`src/rtl/core/rca_pkg.sv`:
```
// Shared types, constants and codes for the ratiometric converter averager.
package rca_pkg;

   localparam int NUM_SLOTS   = 8;
   localparam int SAMPLE_BITS = 12;

   localparam int SLOT_W  = 3;
   localparam int IDX_W   = (NUM_SLOTS > 1) ? $clog2(NUM_SLOTS) : 1;
   localparam int SUM_W   = 20;
   localparam int SUMX_W  = SUM_W + 1;
   localparam int CNT_W   = 8;
   localparam int VREF_W  = 16;
   localparam int MV_W    = 29;
   localparam int PROD_W  = SUM_W + VREF_W + 1;
   localparam int STEP_W  = $clog2(PROD_W + 1);
   localparam int N_RESULTS = (NUM_SLOTS < 8) ? NUM_SLOTS : 8;
   localparam int KW      = (N_RESULTS > 1) ? $clog2(N_RESULTS) : 1;
   localparam int REF_SLOT = 3;
   localparam int BATT_SLOT = 0;

   localparam logic [SUM_W-1:0] SUM_MAX = '1;
   localparam logic [MV_W-1:0]  MV_MAX  = '1;

   localparam logic [CNT_W-1:0]  CNT_RESET  = CNT_W'(16);
   localparam logic [VREF_W-1:0] VREF_RESET = VREF_W'(1200);

   // request codes
   localparam logic REQ_SAMPLE = 1'b0;
   localparam logic REQ_FINISH = 1'b1;

   // register indexes
   localparam logic CSR_SAMPLE_COUNT = 1'b0;
   localparam logic CSR_REF_MV       = 1'b1;

   typedef enum logic [3:0] {
      ST_IDLE,
      ST_ADD,
      ST_REF_FETCH,
      ST_REF_START,
      ST_REF_WAIT,
      ST_SLOT_FETCH,
      ST_AVG_START,
      ST_AVG_WAIT,
      ST_MUL,
      ST_QUO_START,
      ST_QUO_WAIT,
      ST_EMIT
   } state_type;

   typedef struct packed {
      logic              start;
      logic [STEP_W-1:0] steps;
      logic [PROD_W-1:0] num;
      logic [SUM_W-1:0]  den;
   } div_req_type;

   typedef struct packed {
      logic [IDX_W-1:0] rd_addr;
      logic             wr_en;
      logic [IDX_W-1:0] wr_addr;
      logic [SUM_W-1:0] wr_data;
      logic             clear_all;
   } acc_ctrl_type;

endpackage

```
`src/rtl/core/ratiometric_adc_averager.sv`:
```
// Top level: slot accumulators, sequencer and result register of the averager.
//
//  channel  direction  handshake             word
//  req_     in         req_valid/req_stall   req_type, req_slot, req_sample
//  rsp_     out        rsp_valid/rsp_stall   rsp_slot_res, rsp_millivolts,
//                                            rsp_div_error, rsp_last
//  csr_     in         csr_valid/csr_ready   csr_index, csr_data
//
// A sample word is a registered read of its accumulator, then a
// saturating add and write back.
// A finish also waits on rsp_stall: one shared bit-serial divider gives
// the reference average (20 steps), then per slot the average
// (20 steps), a multiply step and the ratio (37 steps); the ratio is
// skipped when the reference average is zero.
// req_stall is high whenever the sequencer is not idle; rsp_stall holds
// the current result word and the walk waits on it.
// Reset (synchronous) clears the accumulators through their valid bits and
// loads sample_count = 16, reference_millivolts = 1200.
module ratiometric_adc_averager
   import rca_pkg::*;
(
   input  logic                   clock,
   input  logic                   reset,

   input  logic                   req_valid,
   output logic                   req_stall,
   input  logic                   req_type,
   input  logic [SLOT_W-1:0]      req_slot,
   input  logic [SAMPLE_BITS-1:0] req_sample,

   output logic                   rsp_valid,
   input  logic                   rsp_stall,
   output logic [SLOT_W-1:0]      rsp_slot_res,
   output logic [MV_W-1:0]        rsp_millivolts,
   output logic                   rsp_div_error,
   output logic                   rsp_last,

   input  logic                   csr_valid,
   output logic                   csr_ready,
   input  logic                   csr_index,
   input  logic [VREF_W-1:0]      csr_data
);

   state_type state_ff, state_in;

   // configuration
   logic [CNT_W-1:0]  cnt_cfg_ff;
   logic [VREF_W-1:0] vref_ff;

   // sample word held for the write-back cycle
   logic [IDX_W-1:0]       smp_slot_ff;
   logic                   smp_ok_ff;
   logic [SAMPLE_BITS-1:0] smp_ff;

   // finish walk
   logic [KW-1:0]     k_ff;
   logic [SUM_W-1:0]  ref_avg_ff;
   logic [SUM_W-1:0]  avg_ff;
   logic [PROD_W-1:0] prod_ff;
   logic [MV_W-1:0]   mv_ff;
   logic              err_ff;

   div_req_type       div_req;
   logic              div_done;
   logic [PROD_W-1:0] div_quo;
   acc_ctrl_type      acc_ctrl;
   logic [SUM_W-1:0]  acc_rd;

   logic [SUMX_W-1:0]       sum_wide;
   logic [SUM_W-1:0]        sum_sat;
   logic [CNT_W-1:0]        cnt_eff;
   logic [SUM_W+VREF_W-1:0] prod_raw;
   logic [PROD_W-1:0]       prod_in;
   logic                    k_last;
   logic                    k_is_ref;
   logic                    k_is_batt;

   rca_div u_div (
      .clock    (clock),
      .reset    (reset),
      .div_req  (div_req),
      .div_done (div_done),
      .div_quo  (div_quo)
   );

   rca_acc_mem u_acc (
      .clock    (clock),
      .reset    (reset),
      .acc_ctrl (acc_ctrl),
      .rd_data  (acc_rd)
   );

   assign k_last    = k_ff == KW'(N_RESULTS - 1);
   assign k_is_ref  = k_ff == KW'(REF_SLOT);
   assign k_is_batt = k_ff == KW'(BATT_SLOT);
   assign cnt_eff   = (cnt_cfg_ff == '0) ? CNT_W'(1) : cnt_cfg_ff;

   // saturating accumulate
   assign sum_wide = {1'b0, acc_rd} + SUMX_W'(smp_ff);
   assign sum_sat  = sum_wide[SUM_W] ? SUM_MAX : sum_wide[SUM_W-1:0];

   // supply: 2^SAMPLE_BITS * vref; battery: doubled by the divider
   assign prod_raw = avg_ff * vref_ff;
   always_comb begin
      if (k_is_ref) begin
         prod_in = PROD_W'(vref_ff) << SAMPLE_BITS;
      end else if (k_is_batt) begin
         prod_in = {prod_raw, 1'b0};
      end else begin
         prod_in = PROD_W'(prod_raw);
      end
   end

   // next state
   always_comb begin
      state_in = state_ff;
      case (state_ff)
         ST_IDLE: begin
            if (req_valid) begin
               state_in = (req_type == REQ_FINISH) ? ST_REF_FETCH : ST_ADD;
            end
         end
         ST_ADD:        state_in = ST_IDLE;
         ST_REF_FETCH:  state_in = ST_REF_START;
         ST_REF_START:  state_in = ST_REF_WAIT;
         ST_REF_WAIT: begin
            if (div_done) begin
               state_in = ST_SLOT_FETCH;
            end
         end
         ST_SLOT_FETCH: state_in = ST_AVG_START;
         ST_AVG_START:  state_in = ST_AVG_WAIT;
         ST_AVG_WAIT: begin
            if (div_done) begin
               state_in = ST_MUL;
            end
         end
         ST_MUL:        state_in = (ref_avg_ff == '0) ? ST_EMIT : ST_QUO_START;
         ST_QUO_START:  state_in = ST_QUO_WAIT;
         ST_QUO_WAIT: begin
            if (div_done) begin
               state_in = ST_EMIT;
            end
         end
         ST_EMIT: begin
            if (!rsp_stall) begin
               state_in = k_last ? ST_IDLE : ST_SLOT_FETCH;
            end
         end
         default:       state_in = ST_IDLE;
      endcase
   end

   // outputs of the sequencer
   always_comb begin
      req_stall          = 1'b1;
      rsp_valid          = 1'b0;
      div_req.start      = 1'b0;
      div_req.steps      = STEP_W'(SUM_W);
      div_req.num        = {acc_rd, (PROD_W - SUM_W)'(0)};
      div_req.den        = SUM_W'(cnt_eff);
      acc_ctrl.rd_addr   = IDX_W'(k_ff);
      acc_ctrl.wr_en     = 1'b0;
      acc_ctrl.wr_addr   = smp_slot_ff;
      acc_ctrl.wr_data   = sum_sat;
      acc_ctrl.clear_all = 1'b0;
      case (state_ff)
         ST_IDLE: begin
            req_stall        = 1'b0;
            acc_ctrl.rd_addr = IDX_W'(req_slot);
         end
         ST_ADD: begin
            acc_ctrl.wr_en = smp_ok_ff;
         end
         ST_REF_FETCH: begin
            acc_ctrl.rd_addr = IDX_W'(REF_SLOT);
         end
         ST_REF_START, ST_AVG_START: begin
            div_req.start = 1'b1;
         end
         ST_QUO_START: begin
            div_req.start = 1'b1;
            div_req.steps = STEP_W'(PROD_W);
            div_req.num   = prod_ff;
            div_req.den   = ref_avg_ff;
         end
         ST_EMIT: begin
            rsp_valid          = 1'b1;
            acc_ctrl.clear_all = !rsp_stall && k_last;
         end
         default: begin
            req_stall = 1'b1;
         end
      endcase
   end

   always_ff @(posedge clock) begin
      if (reset) begin
         state_ff   <= ST_IDLE;
         cnt_cfg_ff <= CNT_RESET;
         vref_ff    <= VREF_RESET;
         k_ff       <= '0;
      end else begin
         state_ff <= state_in;
         if (csr_valid && csr_ready) begin
            case (csr_index)
               CSR_SAMPLE_COUNT: cnt_cfg_ff <= csr_data[CNT_W-1:0];
               CSR_REF_MV:       vref_ff    <= csr_data;
               default:          vref_ff    <= vref_ff;
            endcase
         end
         if (state_ff == ST_REF_FETCH) begin
            k_ff <= '0;
         end else if (state_ff == ST_EMIT && !rsp_stall && !k_last) begin
            k_ff <= k_ff + KW'(1);
         end
      end
   end

   // datapath registers
   always_ff @(posedge clock) begin
      if (state_ff == ST_IDLE && req_valid) begin
         smp_slot_ff <= IDX_W'(req_slot);
         smp_ok_ff   <= int'(req_slot) < NUM_SLOTS;
         smp_ff      <= req_sample;
      end
      if (state_ff == ST_REF_WAIT && div_done) begin
         ref_avg_ff <= div_quo[SUM_W-1:0];
      end
      if (state_ff == ST_AVG_WAIT && div_done) begin
         avg_ff <= div_quo[SUM_W-1:0];
      end
      if (state_ff == ST_MUL) begin
         prod_ff <= prod_in;
         mv_ff   <= '0;
         err_ff  <= ref_avg_ff == '0;
      end
      if (state_ff == ST_QUO_WAIT && div_done) begin
         mv_ff <= (div_quo > PROD_W'(MV_MAX)) ? MV_MAX : div_quo[MV_W-1:0];
      end
   end

   assign csr_ready      = 1'b1;
   assign rsp_slot_res   = SLOT_W'(k_ff);
   assign rsp_millivolts = mv_ff;
   assign rsp_div_error  = err_ff;
   assign rsp_last       = k_last;

`ifndef NO_ASSERTIONS
   a_busy_while_emit: assert property (@(posedge clock) disable iff (reset)
      rsp_valid |-> req_stall)
      else $error("input taken while a result word is pending");
   a_err_zero_mv: assert property (@(posedge clock) disable iff (reset)
      (rsp_valid && rsp_div_error) |-> rsp_millivolts == '0)
      else $error("error result carries a voltage");
   a_gap_after_word: assert property (@(posedge clock) disable iff (reset)
      (rsp_valid && !rsp_stall) |=> !rsp_valid)
      else $error("result word repeated without recompute");
   a_idle_after_last: assert property (@(posedge clock) disable iff (reset)
      (rsp_valid && !rsp_stall && rsp_last) |=> !req_stall)
      else $error("sequencer not idle after final result");
`endif

endmodule

```
`src/rtl/core/rca_div.sv`:
```
// Shared restoring divider, one quotient bit per cycle.
module rca_div
   import rca_pkg::*;
(
   input  logic              clock,
   input  logic              reset,
   input  div_req_type       div_req,
   output logic              div_done,
   output logic [PROD_W-1:0] div_quo
);

   logic              busy_ff, busy_in;
   logic              done_ff, done_in;
   logic [STEP_W-1:0] cnt_ff, cnt_in;
   logic [SUM_W-1:0]  rem_ff, rem_in;
   logic [SUM_W-1:0]  den_ff, den_in;
   logic [PROD_W-1:0] q_ff, q_in;

   logic [SUMX_W-1:0] shifted;
   logic [SUMX_W-1:0] diff;
   logic              ge;

   assign shifted = {rem_ff, q_ff[PROD_W-1]};
   assign ge      = shifted >= {1'b0, den_ff};
   assign diff    = shifted - {1'b0, den_ff};

   always_comb begin
      busy_in = busy_ff;
      done_in = 1'b0;
      cnt_in  = cnt_ff;
      rem_in  = rem_ff;
      den_in  = den_ff;
      q_in    = q_ff;
      if (div_req.start) begin
         busy_in = 1'b1;
         cnt_in  = div_req.steps;
         rem_in  = '0;
         den_in  = div_req.den;
         q_in    = div_req.num;
      end else if (busy_ff) begin
         rem_in = ge ? diff[SUM_W-1:0] : shifted[SUM_W-1:0];
         q_in   = {q_ff[PROD_W-2:0], ge};
         cnt_in = cnt_ff - STEP_W'(1);
         if (cnt_ff == STEP_W'(1)) begin
            busy_in = 1'b0;
            done_in = 1'b1;
         end
      end
   end

   always_ff @(posedge clock) begin
      if (reset) begin
         busy_ff <= 1'b0;
         done_ff <= 1'b0;
         cnt_ff  <= '0;
      end else begin
         busy_ff <= busy_in;
         done_ff <= done_in;
         cnt_ff  <= cnt_in;
      end
      rem_ff <= rem_in;
      den_ff <= den_in;
      q_ff   <= q_in;
   end

   assign div_done = done_ff;
   assign div_quo  = q_ff;

`ifndef NO_ASSERTIONS
   a_rem_below_den: assert property (@(posedge clock) disable iff (reset)
      busy_ff |-> rem_ff < den_ff)
      else $error("divider remainder not below divisor");
   a_done_after_busy: assert property (@(posedge clock) disable iff (reset)
      $fell(busy_ff) |-> done_ff)
      else $error("divider finished without done");
   a_done_idle: assert property (@(posedge clock) disable iff (reset)
      done_ff |-> !busy_ff)
      else $error("divider done while still busy");
   a_no_restart: assert property (@(posedge clock) disable iff (reset)
      div_req.start |-> !busy_ff)
      else $error("divider started while busy");
`endif

endmodule

```
`src/rtl/core/rca_acc_mem.sv`:
```
// Slot accumulator store with per-entry valid bits and registered read.
module rca_acc_mem
   import rca_pkg::*;
(
   input  logic             clock,
   input  logic             reset,
   input  acc_ctrl_type     acc_ctrl,
   output logic [SUM_W-1:0] rd_data
);

   logic [SUM_W-1:0]     mem_ff [NUM_SLOTS];
   logic [NUM_SLOTS-1:0] valid_ff;
   logic [SUM_W-1:0]     rd_data_ff;

   always_ff @(posedge clock) begin
      if (acc_ctrl.wr_en) begin
         mem_ff[acc_ctrl.wr_addr] <= acc_ctrl.wr_data;
      end
      // an entry not written since the last clear reads as zero
      rd_data_ff <= valid_ff[acc_ctrl.rd_addr] ? mem_ff[acc_ctrl.rd_addr] : '0;
   end

   always_ff @(posedge clock) begin
      if (reset) begin
         valid_ff <= '0;
      end else if (acc_ctrl.clear_all) begin
         valid_ff <= '0;
      end else if (acc_ctrl.wr_en) begin
         valid_ff[acc_ctrl.wr_addr] <= 1'b1;
      end
   end

   assign rd_data = rd_data_ff;

endmodule

```
`config.mk`:
```
export PLATFORM = sky130hd
export DESIGN_NAME = ratiometric_adc_averager
export DESIGN_NICKNAME = d
export VERILOG_FILES = /design/src/rtl/core/rca_pkg.sv /design/src/rtl/core/ratiometric_adc_averager.sv /design/src/rtl/core/rca_div.sv /design/src/rtl/core/rca_acc_mem.sv
export SDC_FILE = /design/constraint.sdc
export NUM_CORES = 1
export LEC_CHECK = 0
export BUFFER_PORTS_ARGS = -buffer_cell sky130_fd_sc_hd__buf_2
export CORE_ASPECT_RATIO = 1.2
export CORE_MARGIN = 10
export CORE_UTILIZATION = 34
export CTS_BUF_LIST = sky130_fd_sc_hd__clkbuf_4
export CTS_CLUSTER_DIAMETER = 200
export DETAILED_ROUTE_END_ITERATION = 10
export SETUP_SLACK_MARGIN = 0.1
export SYNTH_ARGS = -nofsm -noshare
export SYNTH_HDL_FRONTEND = slang
export SYNTH_HIERARCHICAL = 1
export SYNTH_SLANG_ARGS = --single-unit
```
`constraint.sdc`:
```
create_clock -name clock -period 8.3 [get_ports clock]
set_input_delay 0.415 -clock clock [delete_from_list [all_inputs] [get_ports clock]]
set_output_delay 0.415 -clock clock [all_outputs]
set_load 0.02 [all_outputs]
```
; ---- After elaboration in Yosys (flattened, before gate mapping)
; Memories as Yosys holds them, arrays and structs flattened. A register that Yosys moved wholly into a read port is not among the register bits.
; Cells that the tools add are included.
[totals]
rom_bits = 0
memories = 1
wordCells = 120
ff_bits = 246
latch_bits = 0
out_inout_bits = 37
ramBits = 160
[op_classes]
reduce_logical = 26
n_lt_le_gt_ge = 5
add_sub_neg = 4
bitwise = 4
n_mul = 1
div = 0
n_eq_ne = 19
n_mux = 38
n_shift = 0
[mem_list]
columns = name, depth, word_bits, rd, rd_clocked_by_memory_dff, wr, line_no
row1 = u_acc.mem_ff, 8, 20, 1, 1, 1, rca_acc_mem.sv:11  ; logic [SUM_W-1:0] mem_ff [NUM_SLOTS];
[ops]
columns = op, count
row1 = $mux 29, 3
row2 = $mux 37, 2
row3 = $mux 63, 1
row4 = $pmux 4 s11, 1
row5 = $mux 20, 2
row6 = $gt 37x29->1 const B, 1
row7 = $mul 20x16->36, 1
row8 = $mux 36, 1
row9 = $mux 28, 1
row10 = $add 20x12->21, 1
row11 = $ge 21x20->1, 1
row12 = $logic_not 20->1, 1
row13 = $mux 4, 5
row14 = $sub 20x20->20, 1
row15 = $eq 4x3->1 const B, 4
row16 = $eq 4x4->1 const B, 4
row17 = $mux 1, 13
row18 = $mux 6, 2
row19 = $eq 4x2->1 const B, 2
row20 = $logic_and 1x1->1, 8
row21 = $logic_not 8->1, 1
row22 = $lt 3x4->1 const B, 2
row23 = $mux 8, 1
row24 = $or 8x8->8, 1
row25 = 23 further kinds, 37

; ---- Depth between registers and ports, before layout
; Gate-level depths: netlist of run 1.
[logic_depth]
word_depth = 5
ltp_mapped = 23
mapped_depth_nobuf = 22

; ---- Cells and area by module
; The synthesis of run 1 kept the hierarchy.
[modules_own_cells]
columns = module, seq_area_each_um2, area_per_inst_um2, cells_per_inst, instances
row1 = ratiometric_adc_averager, 4284.1, 17992.3, 1967, 1
row2 = rca_acc_mem, 5365.1, 6880.3, 308, 1
row3 = rca_div, 2272.2, 4685.7, 425, 1

; ---- Worst setup path after synthesis of run 1
; Ideal clock, no wire load.
[synth_timing]
path_kind = reg2reg
start = register avg_ff[4]
end = register prod_ff[30] (data pin)
stages_incl_launch_ff = 21
arrival_time_ps = 5784
required_time_ps = 8029
setup_slack_ps = 2245
path_cell_list = edfxtp_1 -> clkbuf_1 -> and2_1 -> fa_1 -> fa_1 -> fa_1 -> fa_1 -> fa_1 -> inv_1 -> fa_1 -> inv_1 -> ha_1 -> buf_6 -> and2_1 -> and3_1 -> a221oi_1 -> o31ai_2 -> a21oi_1 -> o221ai_1 -> xnor2_1 -> o22ai_1
[synth_via]
elab_chain_len = 2
[synth_lines]
columns = element, line_no
row1 = start: declaration, ratiometric_adc_averager.sv:58  ; logic [SUM_W-1:0] avg_ff;
row2 = start signal: assignment, ratiometric_adc_averager.sv:231  ; avg_ff <= div_quo[SUM_W-1:0];
row3 = $mul 20x16->36, ratiometric_adc_averager.sv:103  ; assign prod_raw = avg_ff * vref_ff;
row4 = $mux 36, ratiometric_adc_averager.sv:107  ; end else if (k_is_batt) begin
row5 = end signal: assignment, ratiometric_adc_averager.sv:234  ; prod_ff <= prod_in;
row6 = end: declaration, ratiometric_adc_averager.sv:59  ; logic [PROD_W-1:0] prod_ff;
; No other way between the ends.
; A chain may end at the register's enable or synchronous reset.

; ---- Worst setup path after layout of run 1
[layout_timing]
start = register vref_ff[7]
end = register prod_ff[30] (data pin)
[layout_via]
elab_chain_len = 2
[layout_lines]
columns = element, line_no
row1 = start: declaration, ratiometric_adc_averager.sv:48  ; logic [VREF_W-1:0] vref_ff;
row2 = start signal: assignment, ratiometric_adc_averager.sv:208  ; CSR_REF_MV: vref_ff <= csr_data;
row3 = start signal: assignment, ratiometric_adc_averager.sv:209  ; default: vref_ff <= vref_ff;
row4 = $mul 20x16->36, ratiometric_adc_averager.sv:103
row5 = $mux 36, ratiometric_adc_averager.sv:107
; No other way between the ends.

==> reports/qor.csv, run 1 <==
metric;value;unit
status;finished clean;
RSZ-0062 raised after global routing;no;
top cell type by total area after synthesis;edfxtp_1;
pwr/cell area;251;nW/µm²
largest net degree at the start of global routing;50;
hold slack;0.141;ns
placed insts;3792;
Cell variety after synth;89;
starting density of the core;34.3;%
CP Cell Sequence;nand2_1 -> fa_1 -> inv_1 -> fa_1 -> fa_1 -> fa_1 -> fa_1 -> inv_1 -> fa_1 -> inv_1 -> ha_1 -> and2_1 -> and3_1 -> a221oi_1 -> o31ai_2 -> a21oi_1 -> o221ai_1 -> xnor2_1 -> o22ai_1;
most common cell after layout, fill and taps aside;nand2_1;
YS warnings;6;
Setup crit end kind;register;
Detail Route Antenna Nets;0;
Avg Cell Area, Syn;10.9;µm²
Tcrit/Tclk final;86.5;%
Fin. Hold Viols;0;
global-route wire length before repair;118;mm
Die Area;99200;µm²
CORE AREA;86200;µm²
EDFF count, synth;339;
final net count;3233;
reg-to-reg slack, setup;1.12;ns
Max FO, Critical Path;22;
clock slew at reported path FFs;0.07;ns
CTS buffer count;102;
most frequent cells in the layout;nand2_1 (447), edfxtp_1 (339), inv_1 (327), fa_1 (252), clkbuf_4 (156);
share of cells above drive strength 1;14.7;%
max-cap violations;0;
1st-iter DRT viols;1334;
initial antenna violation count;4;
H-tree depth;3;
RD Place Congestion;0.875;
skew final;0.0598;ns
Worst R2R End;prod_ff[30];
I/O Buffers;73;
final wirelength;74.7;mm
Startpoint Class;register;
Clock Latency Late Sink;0.88;ns
fmax;139;MHz
endpoints failing setup;0;
asr flop ratio synth;0;%
DR WL/cell;18.6;µm
drt via density;5.00;
final core utilization;38.0;%
Max Slew Vio Count;0;
clk root buf;clkbuf_4;
Setup crit start;vref_ff[7];
non-filler cells in the finished layout;4027;
Setup TNS;0;ns
clk buf depth;3;
max incr delay on CP;1.13;ns
Yosys top cell area share;34.4;%
cells on worst reg2reg path;19;
CP max-delay cell;dfxtp_1;
WP data arrival;7.74;ns
DR vias;20100;
hold wc startpoint;reset;
CTS tree;yes;
Gate Count Post-Synth;2700;
GRT Residual Overflow;0;
critical path class;reg2reg;
dominant cells by area after synthesis;edfxtp_1 (34%), fa_1 (17%), ha_1 (6.3%);
global-route usage over all layers;15.2;%
synthesized flop and latch total;426;
Synth-to-Final Area Change;10.7;%
hpwl dp;52.3;mm
die extent in y;343;µm
Tot Pwr;0.00822;W
CTS sink cnt;426;
# rows;118;
Hold Path End;state_ff[0];
Top cell by count, worst path;fa_1;
critical path data required time;8.86;ns
Leak;13.5;nW
FF-to-FF Start;vref_ff[7];
minimum clock period;7.18;ns
Max transition margin;18.3;%
WHS Path Cells;2;
DRC;0;
Most used DFF post-synth;edfxtp_1;
Tightest Pin Transition;1.22;ns
Seq/Total Area, Yosys;40.3;%
Die X;289;µm
I/O Pins;75;
Peak supply drop;197;µV
vias in the first global route;21100;
Pre-antenna DRT Iters;6;
Hold Path Class;in2reg;
Synth Cell Area;29600;µm²
==> cell families (layout without fill, tap and decap cells) <==
group,Yosys count,after routing,share of synthesized area [%]
other cells,2,8,0.0254
simple gates,869,869,13.7
buf+inv,477,658,6.62
compound gates,361,361,8.63
flops,426,426,40.3
xor+xnor,57,57,1.69
fa+ha+maj,401,401,23.4
mux,107,107,5.61
==> where the power goes <==
part / total [W] / leakage [nW] / switching (W) / internal, W
Sequential: 0.00270 / 3.69 / 0.000137 / 0.00256
Combinational: 0.00368 / 8.94 / 0.00221 / 0.00147
Clock: 0.00183 / 0.835 / 0.000878 / 0.000956
Total: 0.00822 / 13.5 / 0.00322 / 0.00499
==> synthesized netlist by cell type (20+ instances only) <==
cell type / n
nand2_1: 447
edfxtp_1: 339
inv_1: 327
fa_1: 252
and2_1: 149
ha_1: 149
clkbuf_1: 110
a21oi_1: 101
nor2_1: 94
dfxtp_1: 87
o21ai_0: 47
o21a_1: 46
mux4_2: 42
mux2_2: 39
xnor2_1: 36
and3_1: 34
a21o_1: 31
nand3_1: 30
mux2i_1: 25
nor3_1: 23
xor2_1: 21
nor2_2: 20
==> worst max-delay path: cells and delay by family, from the launching register on <==
kind / cells / cell delay [ns]
adders and majority gates: 7 / 3.57
AOI/OAI and AO/OA: 5 / 1.08
buffers and inverters: 3 / 0.15
xor gates and xnor gates: 1 / 0.32
DFF: 1 / 1.13
and+or+nand+nor: 3 / 0.61
==> through the flow <==
step           worst slack, ns  cell area [µm²]
2_1_floorplan             2.25            29600
3_3_place_gp              1.31            30900
3_5_place_dp              1.26            30900
4_1_cts                   1.18            32700
5_1_grt                  0.815            32700
6_report                  1.12            32700
==> what timing repair did <==
| action | in CTS | in global routing |
|---|---|---|
| hold endpoints to repair | 42 | 0 |
| hold buffers | 38 | 0 |
| resized for setup | 0 | 0 |
| buffers inserted | 0 | 0 |
==> sequential cells by signal, indices dropped and copies added (netlist names), 3 cells and up <==
| signal | flops |
|---|---|
| u_acc/mem_ff | 160 |
| prod_ff | 37 |
| u_div/div_quo | 37 |
| rsp_millivolts | 29 |
| avg_ff | 20 |
| ref_avg_ff | 20 |
| u_acc/rd_data | 20 |
| u_div/den_ff | 20 |
| u_div/rem_ff | 20 |
| vref_ff | 16 |
| smp_ff | 12 |
| cnt_cfg_ff | 8 |
| u_acc/valid_ff | 8 |
| u_div/cnt_ff | 6 |
| state_ff | 4 |
| rsp_slot_res | 3 |
| smp_slot_ff | 3 |
==> cell type report <==
class                   instances  area, µm²
well taps                    1140       1430
fillers                      8512      53500
inverters                     327       1230
multi-input cells            1799      15800
repair buffers                138        948
clock buffers                 156       1170
clock inverters                37        233
flip-flops and latches        426      11900
diodes                          4       10.0
==> how the worst max path moves through the flow <==
| stage | to | slack (ns) | depth (start not counted) |
|---|---|---|---|
| after floorplan | prod_ff[30] | 2.25 | 20 |
| after global placement | prod_ff[30] | 1.31 | 19 |
| after global routing | prod_ff[30] | 0.82 | 19 |
| after CTS | prod_ff[30] | 1.18 | 19 |
| after detailed placement | prod_ff[30] | 1.26 | 19 |
| final | prod_ff[30] | 1.12 | 19 |
==> routing by layer <==
layer  wire length, µm  up-vias  GRT usage [%]
met3              3530      119           2.13
met1             31100    10100           18.8
li1                  -     9347              -
met2             38100      520           26.5
met4              1940        0           5.37
met5                 0        -              0
Power figures use the tool's default switching activity.
==> run 2, diff against run 1 <==
- PLACE_DENSITY: not set -> 0.48
==> run 2 against run 1 <==
Setup slack gained 0.10 ns. Total power rose by 2.8%. Register-to-register slack improved by 0.10 ns. Combinational power up 3%. Clock power up 8%. Core utilization rose by 0.17 points. Sequential share of layout area down 0.16 points. Critical path depth shrank 1. Global-route usage grew 0.66 points. Clock-buffer cell count increased by 30. Die area did not move. Largest cell class unchanged. Largest power group unchanged. Highest routed layer unchanged.
==> reports/qor.csv, run 2 (synthesized netlist as in run 1, its figures left out) <==
metric;value;unit
largest net degree at the start of global routing;48;
H-tree depth;3;
CORE AREA;86200;µm²
CP Cell Sequence;nand2_1 -> fa_1 -> inv_1 -> fa_1 -> fa_1 -> fa_1 -> fa_1 -> inv_1 -> fa_1 -> inv_1 -> ha_1 -> and2_1 -> and3_1 -> a221oi_1 -> o31ai_2 -> a21oi_1 -> xor2_1 -> o221ai_1;
hpwl dp;55.2;mm
Setup TNS;0;ns
Fin. Hold Viols;0;
DRC;0;
Max Slew Vio Count;0;
max incr delay on CP;1.07;ns
Tcrit/Tclk final;85.3;%
final core utilization;38.1;%
combinational share of power;44.7;%
Max FO, Critical Path;22;
WP data arrival;7.60;ns
Die Area;99200;µm²
Top reg by flops;u_acc/mem_ff;
endpoints failing setup;0;
share of cells above drive strength 1;15.6;%
CTS sink cnt;426;
# rows;118;
vias in the first global route;21600;
Detail Route Antenna Nets;0;
RD Place Congestion;0.865;
skew final;0.0914;ns
Reg area;11900;µm²
Tightest Pin Transition;1.13;ns
GRT Residual Overflow;0;
I/O Pins;75;
Peak supply drop;129;µV
most common cell after layout, fill and taps aside;nand2_1;
global-route wire length before repair;123;mm
switching pwr;0.00335;W
Startpoint Class;register;
drt via density;4.94;
DR WL/cell;19.0;µm
I/O Buffers;73;
sw frac;39.7;%
status;finished clean;
clk buf depth;3;
most frequent cells in the layout;nand2_1 (447), edfxtp_1 (339), inv_1 (327), fa_1 (252), clkbuf_4 (186);
final wirelength;76.9;mm
minimum clock period;7.08;ns
CTS buffer count;116;
post-cts gate resize count;0;
global-route usage over all layers;15.8;%
Reg power frac;31.9;%
Top cell by count, worst path;fa_1;
critical path class;reg2reg;
RSZ-0062 raised after global routing;no;
Synth-to-Final Area Change;11.2;%
clock slew at reported path FFs;0.07;ns
final net count;3244;
Multi-input gate area;15800;µm²
Pre-antenna DRT Iters;8;
critical path data required time;8.83;ns
Clk pwr share;23.4;%
DR vias;20000;
initial antenna violation count;1;
die extent in y;343;µm
pwr/cell area;257;nW/µm²
Max transition margin;24.3;%
Setup crit end kind;register;
CTS tree;yes;
Fillers;8593;
1st-iter DRT viols;1171;
fmax;141;MHz
max reg flops;160;
starting density of the core;34.3;%
P_int;0.00510;W
Hold Path Class;in2reg;
clk root buf;clkbuf_4;
Clock Latency Late Sink;0.91;ns
Leak;13.6;nW
CP max-delay cell;dfxtp_1;
Die X;289;µm
max-cap violations;0;
run 2: changes by cell type in the layout (fill, tap and decap cells not counted), moves of 3 or more:
cell      previous run  this run
clkbuf_4           156       186
clkinv_1            26        14
clkinv_2             6         2
diode_2              4         1
run 2: layout make-up:
type | count | area share (%)
Clock inverter | 23 | 0.552
Timing Repair Buffer | 135 | 2.80
Sequential cell | 426 | 36.3
Tap cell | 1140 | 4.34
Antenna cell | 1 | 0.00761
Multi-Input combinational cell | 1799 | 48.1
Inverter | 327 | 3.73
Clock buffer | 186 | 4.25
run 2: worst max-delay path: cells and delay by family, from the launching register on:
kind / cells / cell delay, ns
and+or+nand+nor: 3 / 0.63
AOI/OAI and AO/OA: 4 / 0.98
xor gates and xnor gates: 1 / 0.30
buffers and inverters: 3 / 0.15
adders and majority gates: 7 / 3.60
DFF: 1 / 1.07
run 2: path summary, 6_finish.rpt:
check	slack, ns	from	depth (start not counted)	endpoint
setup reg to reg	1.22	vref_ff[8]	18	prod_ff[26]
hold reg to reg	0.46	cnt_cfg_ff[0]	2	cnt_cfg_ff[0]
hold / removal	0.12	reset	2	state_ff[1]
setup / recovery	1.22	vref_ff[8]	18	prod_ff[26]
run 2: power by group through the flow:
stage / Combinational (W) / Clock [W] / Sequential, W
2_1_floorplan: 0.00297 / 0 / 0.00267
3_3_place_gp: 0.00377 / 0 / 0.00273
3_5_place_dp: 0.00377 / 0 / 0.00274
4_1_cts: 0.00383 / 0.00206 / 0.00269
5_1_grt: 0.00425 / 0.00217 / 0.00271
6_report: 0.00378 / 0.00198 / 0.00269
run 2: layer usage:
layer	GRT usage, %	wire, µm	part of all wire (%)
met1	20.2	33400	43
met2	27.1	38500	50
met3	2.42	2910	3.8
met4	5.10	2070	2.7
met5	0	0	0
run 2: timing repair:
action                                 4_1_cts  5_1_grt
endpoints found under the hold margin       45        0
buffers inserted                             0        0
hold buffers                                36        0
run 2: through the flow:
step                      area, µm²  power (W)  cells  hold WS (ns)  setup slack, ns
after detailed placement      30900    0.00651   3791         0.453             1.25
after global routing          32900    0.00912   4037        0.0796            0.817
after floorplan               29600    0.00564   2702         0.435             2.25
after global placement        30900    0.00650   3791         0.446             1.34
after CTS                     32900    0.00858   4036        0.0166             1.22
final                         32900    0.00845   4037         0.116             1.22
